===== config.mk =====
export PLATFORM = sky130hd
export DESIGN_NAME = modbus_rtu_request_validator
export DESIGN_NICKNAME = d
export VERILOG_FILES = /design/src/sv/mrv_pkg.sv /design/src/sv/mrv_cfg_regs.sv /design/src/sv/mrv_frame_track.sv /design/src/sv/modbus_rtu_request_validator.sv
export SDC_FILE = /design/constraint.sdc
export NUM_CORES = 1
export LEC_CHECK = 0
export BUFFER_PORTS_ARGS = -buffer_cell sky130_fd_sc_hd__buf_2
export CORE_AREA = 2 2 128 99
export DETAILED_ROUTE_END_ITERATION = 8
export DIE_AREA = 0 0 130 101
export PLACE_DENSITY = 0.8
export REMOVE_ABC_BUFFERS = 1
export SLEW_MARGIN = 20
export SYNTH_ARGS = -nofsm -noshare
export SYNTH_HDL_FRONTEND = slang
export SYNTH_SLANG_ARGS = --single-unit

===== constraint.sdc =====
create_clock -name clk -period 8.1 [get_ports clk]
set_clock_uncertainty 0.15 [all_clocks]
set_input_delay 1.62 -clock clk [delete_from_list [all_inputs] [get_ports clk]]
set_output_delay 1.62 -clock clk [all_outputs]
set_load 0.1 [all_outputs]

===== src/sv/mrv_pkg.sv =====
// Shared types, constants and the CRC-16/MODBUS byte update for the request validator.
package mrv_pkg;

  localparam int MAX_FRAME_BYTES_DEF = 256;

  localparam int CFG_IDX_W  = 2;
  localparam int CFG_DATA_W = 16;

  typedef enum logic [CFG_IDX_W-1:0] {
    CFG_OWN_ADDRESS     = 2'd0,
    CFG_REGISTER_COUNT  = 2'd1,
    CFG_MIN_FRAME_BYTES = 2'd2
  } mrv_cfg_idx_t;

  typedef struct packed {
    logic [7:0]  own_address;
    logic [15:0] register_count;
    logic [3:0]  min_frame_bytes;
  } mrv_cfg_t;

  typedef enum logic [3:0] {
    ST_OK           = 4'd0,
    ST_BROADCAST    = 4'd1,
    ST_INCOMPLETE   = 4'd2,
    ST_NOT_FOR_US   = 4'd3,
    ST_BAD_CRC      = 4'd4,
    ST_UNSUPPORTED  = 4'd5,
    ST_BAD_LENGTH   = 4'd6,
    ST_BAD_QUANTITY = 4'd7,
    ST_BAD_REGISTER = 4'd8
  } mrv_status_t;

  localparam logic [7:0]  OWN_ADDRESS_RST     = 8'd1;
  localparam logic [15:0] REGISTER_COUNT_RST  = 16'd64;
  localparam logic [3:0]  MIN_FRAME_BYTES_RST = 4'd4;

  localparam logic [7:0]  BROADCAST_ADDR     = 8'h00;
  localparam logic [7:0]  FC_READ_HOLDING    = 8'h03;
  localparam int          READ_REQUEST_BYTES = 8;
  localparam int          CRC_BYTES          = 2;
  localparam logic [15:0] CRC_INIT           = 16'hFFFF;
  localparam logic [15:0] CRC_POLY           = 16'hA001;

  // Reflected CRC-16 update, one byte, bit at a time.
  function automatic logic [15:0] crc_absorb(input logic [15:0] crc_in, input logic [7:0] b);
    logic [15:0] c;
    c = crc_in ^ {8'h00, b};
    for (int i = 0; i < 8; i++) begin
      if (c[0]) begin
        c = (c >> 1) ^ CRC_POLY;
      end else begin
        c = c >> 1;
      end
    end
    return c;
  endfunction

endpackage


===== src/sv/mrv_cfg_regs.sv =====
// Configuration register file: own address, register count, minimum frame length.
module mrv_cfg_regs (
  input  logic                           clk,
  input  logic                           rst_n,
  input  logic                           wr_en,
  input  logic [mrv_pkg::CFG_IDX_W-1:0]  wr_index,
  input  logic [mrv_pkg::CFG_DATA_W-1:0] wr_data,
  output mrv_pkg::mrv_cfg_t              cfg
);
  import mrv_pkg::*;

  mrv_cfg_t cfg_r;
  mrv_cfg_t cfg_nxt;

  always_comb begin
    cfg_nxt = cfg_r;
    if (wr_en) begin
      case (mrv_cfg_idx_t'(wr_index))
        CFG_OWN_ADDRESS:     cfg_nxt.own_address     = wr_data[7:0];
        CFG_REGISTER_COUNT:  cfg_nxt.register_count  = wr_data[15:0];
        CFG_MIN_FRAME_BYTES: cfg_nxt.min_frame_bytes = wr_data[3:0];
        default:             cfg_nxt = cfg_r;
      endcase
    end
  end

  always_ff @(posedge clk) begin
    if (!rst_n) begin
      cfg_r.own_address     <= OWN_ADDRESS_RST;
      cfg_r.register_count  <= REGISTER_COUNT_RST;
      cfg_r.min_frame_bytes <= MIN_FRAME_BYTES_RST;
    end else begin
      cfg_r <= cfg_nxt;
    end
  end

  assign cfg = cfg_r;

endmodule


===== src/sv/mrv_frame_track.sv =====
// Per-frame state: byte count, CRC, two-byte holdback, captured header fields and the status.
module mrv_frame_track #(
  parameter int MAX_FRAME_BYTES = mrv_pkg::MAX_FRAME_BYTES_DEF
) (
  input  logic                 clk,
  input  logic                 rst_n,
  input  logic                 step,
  input  logic [7:0]           rx_byte,
  input  logic                 last_byte,
  input  mrv_pkg::mrv_cfg_t    cfg,
  output mrv_pkg::mrv_status_t status
);
  import mrv_pkg::*;

  localparam int CNT_W = $clog2(MAX_FRAME_BYTES + 2);
  localparam logic [CNT_W-1:0] CNT_SAT   = CNT_W'(MAX_FRAME_BYTES + 1);
  localparam logic [CNT_W-1:0] POS_ADDR  = CNT_W'(0);
  localparam logic [CNT_W-1:0] POS_FUNC  = CNT_W'(1);
  localparam logic [CNT_W-1:0] POS_STHI  = CNT_W'(2);
  localparam logic [CNT_W-1:0] POS_STLO  = CNT_W'(3);
  localparam logic [CNT_W-1:0] POS_QTHI  = CNT_W'(4);
  localparam logic [CNT_W-1:0] POS_QTLO  = CNT_W'(5);
  localparam logic [CNT_W-1:0] N_CRC     = CNT_W'(CRC_BYTES);
  localparam logic [CNT_W-1:0] N_READREQ = CNT_W'(READ_REQUEST_BYTES);

  logic [CNT_W-1:0] count_r, count_nxt, n;
  logic [15:0]      crc_r, crc_nxt, crc_upd, rx_crc;
  logic [7:0]       held0_r, held0_nxt, held1_r, held1_nxt;
  logic [7:0]       addr_r, addr_nxt, func_r, func_nxt;
  logic [15:0]      start_r, start_nxt, qty_r, qty_nxt;
  logic [15:0]      room;

  always_comb begin
    addr_nxt  = addr_r;
    func_nxt  = func_r;
    start_nxt = start_r;
    qty_nxt   = qty_r;
    if (step) begin
      case (count_r)
        POS_ADDR: addr_nxt         = rx_byte;
        POS_FUNC: func_nxt         = rx_byte;
        POS_STHI: start_nxt[15:8]  = rx_byte;
        POS_STLO: start_nxt[7:0]   = rx_byte;
        POS_QTHI: qty_nxt[15:8]    = rx_byte;
        POS_QTLO: qty_nxt[7:0]     = rx_byte;
        default:  addr_nxt         = addr_r;
      endcase
    end
  end

  // The two newest bytes are held back so the received CRC never gets absorbed.
  assign crc_upd = (count_r >= N_CRC) ? crc_absorb(crc_r, held0_r) : crc_r;
  assign rx_crc  = {rx_byte, held1_r};
  assign n       = (count_r < CNT_SAT) ? count_r + CNT_W'(1) : count_r;
  assign room    = cfg.register_count - start_nxt;

  always_comb begin
    count_nxt = count_r;
    crc_nxt   = crc_r;
    held0_nxt = held0_r;
    held1_nxt = held1_r;
    if (step) begin
      if (last_byte) begin
        count_nxt = '0;
        crc_nxt   = CRC_INIT;
        held0_nxt = 8'h00;
        held1_nxt = 8'h00;
      end else begin
        count_nxt = n;
        crc_nxt   = crc_upd;
        held0_nxt = held1_r;
        held1_nxt = rx_byte;
      end
    end
  end

  always_comb begin
    if (n < CNT_W'(cfg.min_frame_bytes) || n < N_CRC) begin
      status = ST_INCOMPLETE;
    end else if (addr_nxt != cfg.own_address && addr_nxt != BROADCAST_ADDR) begin
      status = ST_NOT_FOR_US;
    end else if (rx_crc != crc_upd) begin
      status = ST_BAD_CRC;
    end else if (func_nxt != FC_READ_HOLDING) begin
      status = ST_UNSUPPORTED;
    end else if (n != N_READREQ) begin
      status = ST_BAD_LENGTH;
    end else if (qty_nxt == 16'd0) begin
      status = ST_BAD_QUANTITY;
    end else if (start_nxt >= cfg.register_count || qty_nxt > room) begin
      status = ST_BAD_REGISTER;
    end else if (addr_nxt == BROADCAST_ADDR) begin
      status = ST_BROADCAST;
    end else begin
      status = ST_OK;
    end
  end

  always_ff @(posedge clk) begin
    if (!rst_n) begin
      count_r <= '0;
      crc_r   <= CRC_INIT;
      held0_r <= 8'h00;
      held1_r <= 8'h00;
    end else begin
      count_r <= count_nxt;
      crc_r   <= crc_nxt;
      held0_r <= held0_nxt;
      held1_r <= held1_nxt;
    end
  end

  always_ff @(posedge clk) begin
    addr_r  <= addr_nxt;
    func_r  <= func_nxt;
    start_r <= start_nxt;
    qty_r   <= qty_nxt;
  end

`ifndef SYNTH
  a_restart_after_last: assert property (@(posedge clk) disable iff (!rst_n)
    step && last_byte |=> count_r == '0 && crc_r == CRC_INIT)
    else $error("frame state not restarted after last byte");
  a_count_saturates: assert property (@(posedge clk) disable iff (!rst_n)
    count_r <= CNT_SAT)
    else $error("byte count past saturation");
  a_holdback_shift: assert property (@(posedge clk) disable iff (!rst_n)
    step && !last_byte |=> held1_r == $past(rx_byte) && held0_r == $past(held1_r))
    else $error("holdback delay did not shift");
`endif

endmodule


===== src/sv/modbus_rtu_request_validator.sv =====
// Top level of the Modbus RTU request validator: input register, frame tracker, result register.
// Takes one frame byte per clock while input is not stalled, back to back, with no gaps needed
// between frames. Each byte is first registered in the input register, then the CRC-16/MODBUS
// byte update, header capture and status checks run combinationally into the result register,
// so a frame's status appears on out_frame_status once its last byte has been taken from the
// input register into the result register. Sustained rate is one byte per cycle, set by the
// byte-wide CRC update; a pending status only stalls input while the result register is full
// and unread (out_ready low) and the next byte to process is itself a last byte. Non-last bytes
// produce no result. Configuration writes are always accepted and should be done between frames.
module modbus_rtu_request_validator #(
  parameter int MAX_FRAME_BYTES = mrv_pkg::MAX_FRAME_BYTES_DEF
) (
  input  logic                           clk,
  input  logic                           rst_n,
  input  logic                           in_valid,
  output logic                           in_ready,
  input  logic [7:0]                     in_rx_byte,
  input  logic                           in_last_byte,
  output logic                           out_valid,
  input  logic                           out_ready,
  output logic [3:0]                     out_frame_status,
  input  logic                           cfg_valid,
  output logic                           cfg_ready,
  input  logic [mrv_pkg::CFG_IDX_W-1:0]  cfg_index,
  input  logic [mrv_pkg::CFG_DATA_W-1:0] cfg_data
);
  import mrv_pkg::*;

  mrv_cfg_t    cfg;
  mrv_status_t status;

  logic       s1_valid_r, s1_valid_nxt;
  logic [7:0] s1_byte_r;
  logic       s1_last_r;
  logic       fire1;
  logic       out_valid_r, out_valid_nxt;
  logic [3:0] out_status_r;

  assign cfg_ready = 1'b1;

  mrv_cfg_regs u_cfg (
    .clk      (clk),
    .rst_n    (rst_n),
    .wr_en    (cfg_valid & cfg_ready),
    .wr_index (cfg_index),
    .wr_data  (cfg_data),
    .cfg      (cfg)
  );

  // Non-last bytes never need the result register.
  assign fire1    = s1_valid_r && (!s1_last_r || !out_valid_r || out_ready);
  assign in_ready = !s1_valid_r || fire1;

  mrv_frame_track #(
    .MAX_FRAME_BYTES (MAX_FRAME_BYTES)
  ) u_track (
    .clk       (clk),
    .rst_n     (rst_n),
    .step      (fire1),
    .rx_byte   (s1_byte_r),
    .last_byte (s1_last_r),
    .cfg       (cfg),
    .status    (status)
  );

  always_comb begin
    s1_valid_nxt = s1_valid_r;
    if (in_valid && in_ready) begin
      s1_valid_nxt = 1'b1;
    end else if (fire1) begin
      s1_valid_nxt = 1'b0;
    end
    out_valid_nxt = out_valid_r;
    if (fire1 && s1_last_r) begin
      out_valid_nxt = 1'b1;
    end else if (out_ready) begin
      out_valid_nxt = 1'b0;
    end
  end

  always_ff @(posedge clk) begin
    if (!rst_n) begin
      s1_valid_r  <= 1'b0;
      out_valid_r <= 1'b0;
    end else begin
      s1_valid_r  <= s1_valid_nxt;
      out_valid_r <= out_valid_nxt;
    end
  end

  always_ff @(posedge clk) begin
    if (in_valid && in_ready) begin
      s1_byte_r <= in_rx_byte;
      s1_last_r <= in_last_byte;
    end
    if (fire1 && s1_last_r) begin
      out_status_r <= status;
    end
  end

  assign out_valid        = out_valid_r;
  assign out_frame_status = out_status_r;

`ifndef SYNTH
  a_result_from_last: assert property (@(posedge clk) disable iff (!rst_n)
    $rose(out_valid_r) |-> $past(fire1 && s1_last_r))
    else $error("result appeared without a last byte");
  a_no_overwrite: assert property (@(posedge clk) disable iff (!rst_n)
    out_valid_r && !out_ready |=> out_valid_r && $stable(out_status_r))
    else $error("pending status overwritten");
  a_s1_hold: assert property (@(posedge clk) disable iff (!rst_n)
    s1_valid_r && !fire1 |=> s1_valid_r && $stable(s1_byte_r) && $stable(s1_last_r))
    else $error("input register lost a byte");
`endif

endmodule

==> results by group, run 1 <==
Status
  – Outcome: finished, final reports clean

Min path
  – Hold WC Path Type: reg -> reg

Synth
  – Synth Instances: around 790
  – Post-synth top flop: dfxtp_1
  – Synth Area per Inst: 9.15 µm²
  – Complex-gate fraction of the synthesized area: 14.1%
  – Syn Std Cell Area: between 7000 and 8000 µm²
  – Post-synth ARST share: 0%
  – Main combinational cell family by area after synthesis: simple AND/OR/NAND/NOR gates
  – Post-Synth Adder-Cell Area: about 7.0%
  – Synth Area in XOR/XNOR: 8.53%
  – Number of enable flip-flop cells after synthesis: 13
  – Mux share of post-synthesis cell area: around a tenth
  – Sequential share of the synthesized area: approximately two fifths
  – Synth unique cells: 65
  – Yosys reg bits: about 130
  – Simple-gate area share of the yosys netlist: a little under a fifth
  – YS warnings: 0

Routing
  – Pre-antenna DRT Iters: 5
  – Number of DRC markers in iteration 0: 572
  – Vias/cell: 5.93
  – Drt drc: 0
  – Routed Antenna Nets: 0
  – Via Count: slightly below 6000
  – Routed WL per cell: 18.0 µm
  – Final wirelength: ~18000 µm

Clock network
  – Clock Pin Slew Worst Setup and Hold Paths: approximately 0.060 ns
  – Post-CTS sizing: 0
  – CTS tree: done
  – Hold buffers post-CTS: 0
  – Cts bufs inserted: 17
  – Postcts setup bufs: 0
  – Clock root cell: clkbuf_16
  – Clock sinks: 132
  – CTS max path bufs: 2
  – H-tree depth: 4
  – Worst-skew pair later-pin latency: between 0.4 and 0.5 ns

Layout
  – Diodes inserted: 0
  – Final #Nets: ~880
  – Synth-to-layout area growth: 11.6%
  – Share of cells above drive strength 1: 15.1%
  – Fin cells: about 990
  – Design Area, Final: 8090 µm²

Worst setup path
  – Worst Path Required: slightly above 8 ns
  – WS Path Type: in -> reg
  – WP data arrival: between 6 and 7 ns
  – CP max FO: 10
  – CP startpoint kind: primary input
  – R2R Path End: out_frame_status[0]$_SDFFCE_PP0P_
  – Crit. End Element: flip-flop
  – Setup crit end: out_frame_status[0]$_SDFFCE_PP0P_
  – Reg2Reg Setup Slack: 1.64 ns
  – Worst setup path startpoint: out_ready
  – R2r startpoint: u_track.count_r[4]$_SDFFE_PN0N_
  – Worst-case reg-to-reg path depth: 25

Floorplan
  – Full die area: 13100 µm²
  – IO Count: 39
  – Core Box Area: 12000 µm²
  – Num rows: 35
  – Die height: 101 µm
  – DIE WIDTH: 130 µm
  – Initial core utilization: 60.6%

Place
  – Detail Placement HPWL: 12200 µm
  – DP Cell Count: between 900 and 1000
  – Port Buffers: 37
  – Cell Area, Placed: 7500 µm²
  – GPL Wtd Cong: just under 1

STA
  – Unrepaired setup endpoints after global routing: no
  – Final setup TNS: 0 ns
  – Final period util: a little over four fifths
  – Final number of setup-violating endpoints: 0
  – Fin crit period: between 6 and 7 ns
  – Actual slew at the worst max-slew pin: 0.883 ns
  – Final Max Slew Viols: 0
  – Max_slew headroom: between 40% and 50%
  – Hold Vio Cnt, Final: 0
  – Fmax: approximately 150 MHz

Global route
  – All-Layer GR Usage: ~28%
  – Grt total ovfl: 0
  – Initial antenna violation count: 0
  – First-pass GRT wire length: 28700 µm
  – Vias in the first global route: 5654
  – Largest net degree at the start of global routing: between 50 and 60

Power and ir drop
  – Lkg Pwr: 3.46 nW
  – Tot Pwr: 1.73 mW
  – Cell Pwr Density: 214 nW/µm²
  – Worst vdd ir: about 0.00017 V

Job
  – Maxcap violations: 0
## cells by family after synthesis
family                   count (synthesis)
flip-flops                             132
buffers and inverters                   86
XOR/XNOR                                64
multiplexers                            63
adder cells (fa/ha/maj)                 40
other                                    1
AND/OR/NAND/NOR                        254
AO/OA/AOI/OAI                          152
## through the flow
step           hold WS (ns)  utilization [%]  setup WS (ns)
2_1_floorplan         0.268                -           1.29
3_3_place_gp          0.280             62.7           1.17
3_5_place_dp          0.292             62.7          0.866
4_1_cts               0.313             67.6           1.29
5_1_grt               0.330             67.7          0.705
6_report              0.310             67.7           1.22
## how the worst min path moves through the flow
stage | cells after the start | from | to | slack [ns]
after floorplan | 2 | u_track.start_r[5]$_DFF_P_ | u_track.start_r[5]$_DFF_P_ | 0.27
after detailed placement | 1 | u_track.start_r[7]$_DFF_P_ | u_track.start_r[7]$_DFF_P_ | 0.29
final | 2 | u_track.func_r[3]$_DFF_P_ | u_track.func_r[3]$_DFF_P_ | 0.31
after global routing | 1 | u_track.start_r[13]$_DFF_P_ | u_track.start_r[13]$_DFF_P_ | 0.33
after CTS | 2 | u_track.start_r[5]$_DFF_P_ | u_track.start_r[5]$_DFF_P_ | 0.31
after global placement | 1 | u_track.start_r[13]$_DFF_P_ | u_track.start_r[13]$_DFF_P_ | 0.28
## per-layer routing
layer | vias up | wire (µm) | GRT usage, %
li1 | 2812 | - | -
met1 | 2809 | 8110 | 40.1
met2 | 202 | 8260 | 45.6
met3 | 28 | 1150 | 4.25
met4 | 0 | 271 | 7.78
met5 | - | 0 | 0
## state kept, by name (all words and copies together), names as in the netlist
| register | cells |
|---|---|
| s1_last_r | 1 |
| s1_valid_r | 1 |
| u_track.func_r | 8 |
| s1_byte_r | 8 |
| u_track.count_r | 9 |
| u_track.held1_r | 8 |
| u_cfg.cfg | 28 |
| u_track.qty_r | 16 |
| out_valid | 1 |
| u_track.held0_r | 8 |
| u_track.start_r | 16 |
| u_track.addr_r | 8 |
| u_track.crc_r | 16 |
| out_frame_status | 4 |
## final cells by class
| type | instances | area, µm² |
|---|---|---|
| clock buffer | 21 | 483 |
| clock inverter | 11 | 98.8 |
| fill | 878 | 3870 |
| inverter | 41 | 154 |
| multi-input combinational | 574 | 4160 |
| sequential | 132 | 2770 |
| tap | 166 | 208 |
| timing repair buffer | 41 | 215 |
## synthesized netlist by cell type, drive strengths merged, types with 7 or more instances
cell,n,area share [%]
ha,39,6.7
a21boi,35,3.6
nor2,25,1.4
o21ai,23,1.6
dfxtp,119,33
xor2,19,2.3
mux2i,26,3.6
nor4,12,1.3
a21o,14,1.4
edfxtp,13,5.4
mux2,37,5.7
a21oi,29,2.0
clkbuf,38,2.0
nor3,12,0.83
nand3,31,2.1
inv,40,2.1
a31oi,9,0.78
xnor2,41,5.0
nand2,98,5.1
nand4,12,1.0
o211ai,13,1.3
nor2b,20,1.7
buf,7,0.57
## placed cells by master (no fill, tap or decap), drive strengths merged, types with 3 or more instances in the layout
cell / count
clkbuf: 21
xnor3: 3
buf: 41
inv: 41
nand2: 98
a22oi: 3
a21boi: 35
ha: 39
nor4: 12
o21a: 5
o21ai: 23
nand2b: 6
nand3: 31
nand3b: 6
or4: 6
a211oi: 3
clkinv: 9
and3: 5
mux2i: 26
mux2: 37
nor2b: 20
or2: 4
nand4: 12
o211ai: 13
a31oi: 9
nor3: 12
edfxtp: 13
o21bai: 3
and2: 5
xnor2: 41
or3: 5
a21o: 14
xor2: 19
a21oi: 29
nor2: 25
dfxtp: 119
## critical path, cell delays in order
cell and delay, ns:
buf_2 0.08, nand3b_1 0.15, nand2_1 0.13, nor4b_4 0.39
nand2_1 0.35, mux2_2 0.34, ha_1 0.18, fa_1 0.22
nor2b_1 0.05, o21ai_0 0.13, nand2b_1 0.14, a211oi_1 0.49
o21ai_0 0.24, a21o_1 0.22, a21oi_1 0.18, xnor2_1 0.09
ha_1 0.29, nand4_1 0.14, or4_1 0.57, a21oi_1 0.15
a21oi_1 0.06, a31oi_1 0.19, a311o_1 0.16, o21ai_0 0.08
a21oi_1 0.18, o31ai_1 0.08
## report_power, final
group          internal [mW]  switching [mW]
clock                  0.458           0.294
combinational          0.113           0.137
sequential             0.698          0.0322
Power figures use the tool's default switching activity.
==> run 2, diff against run 1 <==
- ABC_AREA: not set -> 1
- CORE_AREA: 2 2 128 99 -> 2 2 137 105
- DIE_AREA: 0 0 130 101 -> 0 0 139 107
- PLACE_DENSITY: 0.8 -> 0.76
- clock period: 8.1 -> 5.6 ns (I/O delays scaled with it)
==> run 2 against run 1 <==
Net effect:
- register-to-register slack worse by 1.0 ns
- global-route usage down 2.1 points
- sequential power up 44%
- clock power up 50%
- sequential share of layout area down 1.1 points
==> results by group, run 2 <==
Layout
  – Post-route core utilization: 61.8%
  – Max reg flops: 28
  – Design Area, Final: 8360 µm²
  – Share of cells above drive strength 1: 9.32%
  – Filler instances: 1215
  – Final #Nets: between 1000 and 1500
  – Most frequent cells in the layout: nand2_1, inv_1, dfxtp_1, a21oi_1, o21ai_0
  – Synth-to-layout area growth: 12.3%
  – Most common cell after layout, fill and taps aside: nand2_1
  – Diodes inserted: 0

Worst setup path
  – Family with the most delay on the worst path: compound AO/OA/AOI/OAI gates
  – Worst path bufs/invs: 2
  – CP startpoint kind: primary input
  – Worst-case reg-to-reg path depth: 29
  – WS Path Type: in -> reg
  – CP max FO: 10
  – Worst Path Required: 5.72 ns
  – Slowest CP cell: ha_1
  – Reg2Reg Setup Slack: around 0.62 ns
  – WP data arrival: 5.33 ns
  – Worst path max stage delay: roughly 0.40 ns
  – R2r startpoint: u_track.count_r[1]$_SDFFE_PN0N_
  – Most repeated library cell on the critical path: nand2_1
  – Crit. End Element: flip-flop
  – R2R Path End: out_frame_status[0]$_SDFFCE_PP0P_

STA
  – Fin crit period: around 5.2 ns
  – Final period util: between 90% and 100%
  – Actual slew at the worst max-slew pin: 0.805 ns
  – Fmax: about 190 MHz
  – Final number of setup-violating endpoints: 0
  – Worst Slack Setup Final: about 0.38 ns
  – Hold Vio Cnt, Final: 0
  – Unrepaired setup endpoints after global routing: no
  – Final Max Slew Viols: 0
  – Max_slew headroom: 46.2%
  – Final setup TNS: 0 ns

Floorplan
  – Die height: roughly 110 µm
  – Core Box Area: around 14000 µm²
  – Num rows: 37
  – IO Count: 39
  – DIE WIDTH: between 100 and 150 µm
  – Full die area: 14900 µm²
  – Initial core utilization: between 50% and 60%

Routing
  – Vias/cell: 5.32
  – Routed WL per cell: roughly 15 µm
  – Routed Antenna Nets: 0
  – Via Count: ~6900
  – Number of DRC markers in iteration 0: 700
  – Drt drc: 0
  – Final wirelength: 19100 µm
  – Pre-antenna DRT Iters: 7

Synth
  – Most common cell in the netlist: nand2_1
  – Post-synth top flop: dfxtp_1
  – Yosys reg bits: 132
  – Synth Area per Inst: 6.91 µm²
  – Synth top area share: approximately a third
  – Post-synth ARST share: 0%
  – Syn Std Cell Area: approximately 7400 µm²
  – Sequential share of the synthesized area: approximately 37%
  – Number of enable flip-flop cells after synthesis: 13
  – Synth area leader: dfxtp_1
  – Synth unique cells: 45
  – YS warnings: 0
  – Synth Instances: ~1100
  – Synth area leaders: dfxtp_1, nand2_1, inv_1
  – Synth cell count leaders: nand2_1, inv_1, dfxtp_1

Clock network
  – Clock Pin Slew Worst Setup and Hold Paths: around 0.060 ns
  – Worst-skew pair later-pin latency: around 0.43 ns
  – CTS max path bufs: 2
  – CTS tree: done
  – H-tree depth: 4
  – Clock sinks: around 130
  – Clock root cell: clkbuf_16
  – Cts bufs inserted: 17
  – Postcts setup bufs: 0
  – Hold buffers post-CTS: 0

Place
  – Worst slack, placed: -0.0386 ns
  – Port Buffers: 37
  – Cell Area, Placed: between 7000 and 8000 µm²
  – GPL Wtd Cong: around 0.96
  – Detail Placement HPWL: approximately 13000 µm

Global route
  – Largest net degree at the start of global routing: 44
  – Initial antenna violation count: 0
  – Vias in the first global route: ~6200
  – Grt total ovfl: 0
  – All-Layer GR Usage: about a quarter
  – First-pass GRT wire length: approximately 31000 µm

Min path
  – Worst Hold End: u_cfg.cfg[1]$_SDFFE_PN0P_
  – WHS Path Cells: 2
  – Hold WC Path Type: reg -> reg
  – Hold_sp: u_cfg.cfg[1]$_SDFFE_PN0P_

Status
  – Outcome: finished, final reports clean

Power and ir drop
  – Lkg Pwr: 4.02 nW
  – Cell Pwr Density: 299 nW/µm²
  – Worst vdd ir: ~0.00028 V

Job
  – Maxcap violations: 0
[run 2: cell types whose count changed after synthesis, moves of 24 or more]
cell and delta:
xnor2_1 -26, inv_1 +94, nand3_1 +24, a21oi_1 +57, nand2_1 +247, mux2i_1 -26, a21boi_0 -34, o21ai_0 +51
nor2_1 +46, mux2_2 -36
[run 2: final cells by class]
type	count	area [µm²]	area share, %
inverters	137	519	6.21
clock buffers	17	425	5.09
repair buffers	47	260	3.11
multi-input cells	779	3990	47.8
well taps	175	219	2.62
flip-flops and latches	132	2770	33.2
clock inverters	15	168	2.01
[run 2: metrics by stage]
stage	power, mW	hold slack, ns	cells
2_1_floorplan	1.29	0.285	1048
3_3_place_gp	1.37	0.302	1270
3_5_place_dp	1.38	0.311	1270
4_1_cts	2.50	0.321	1302
5_1_grt	2.60	0.344	1302
6_report	2.50	0.314	1302
[run 2: metal layers]
| metal | track usage (%) | wire length, µm | vias up |
|---|---|---|---|
| li1 | - | - | 3538 |
| met1 | 39.2 | 9460 | 3119 |
| met2 | 38.4 | 7820 | 245 |
| met3 | 6.16 | 1590 | 22 |
| met4 | 6.42 | 184 | 0 |
| met5 | 0 | 0 | - |
[run 2: cells by family after synthesis]
family	share of synthesized area (%)
simple gates	29.3
compound gates	13.6
buf+inv	9.13
flops	37.3
fa+ha+maj	6.83
xor+xnor	3.65
other cells	0.0504
mux	0.151
[run 2: worst max-delay path by stage]
stage,start,end,slack [ns],cells past startpoint
4_1_cts,out_ready,out_frame_status[0]$_SDFFCE_PP0P_,0.36,29
2_1_floorplan,out_ready,out_frame_status[0]$_SDFFCE_PP0P_,-0.40,26
5_1_grt,out_ready,out_frame_status[0]$_SDFFCE_PP0P_,0.03,29
6_report,out_ready,out_frame_status[0]$_SDFFCE_PP0P_,0.38,29
3_3_place_gp,out_ready,out_frame_status[0]$_SDFFCE_PP0P_,0.19,29
3_5_place_dp,out_ready,out_frame_status[0]$_SDFFCE_PP0P_,-0.04,29
[run 2: worst min-delay path: stages (launching register included)]
cell,delay [ns]
dfxtp_1,0.30
inv_1,0.07
a21oi_1,0.06
[run 2: what timing repair did]
action | 4_1_cts | 5_1_grt
endpoints found under the setup margin | 0 | 1
endpoints found under the hold margin | 0 | 0
gates resized for setup | 0 | 2
[run 2: power by group]
| group | total [mW] | internal (mW) | switching (mW) |
|---|---|---|---|
| combinational | 0.318 | 0.107 | 0.211 |
| clock | 1.13 | 0.666 | 0.466 |
| sequential | 1.05 | 1.02 | 0.0324 |
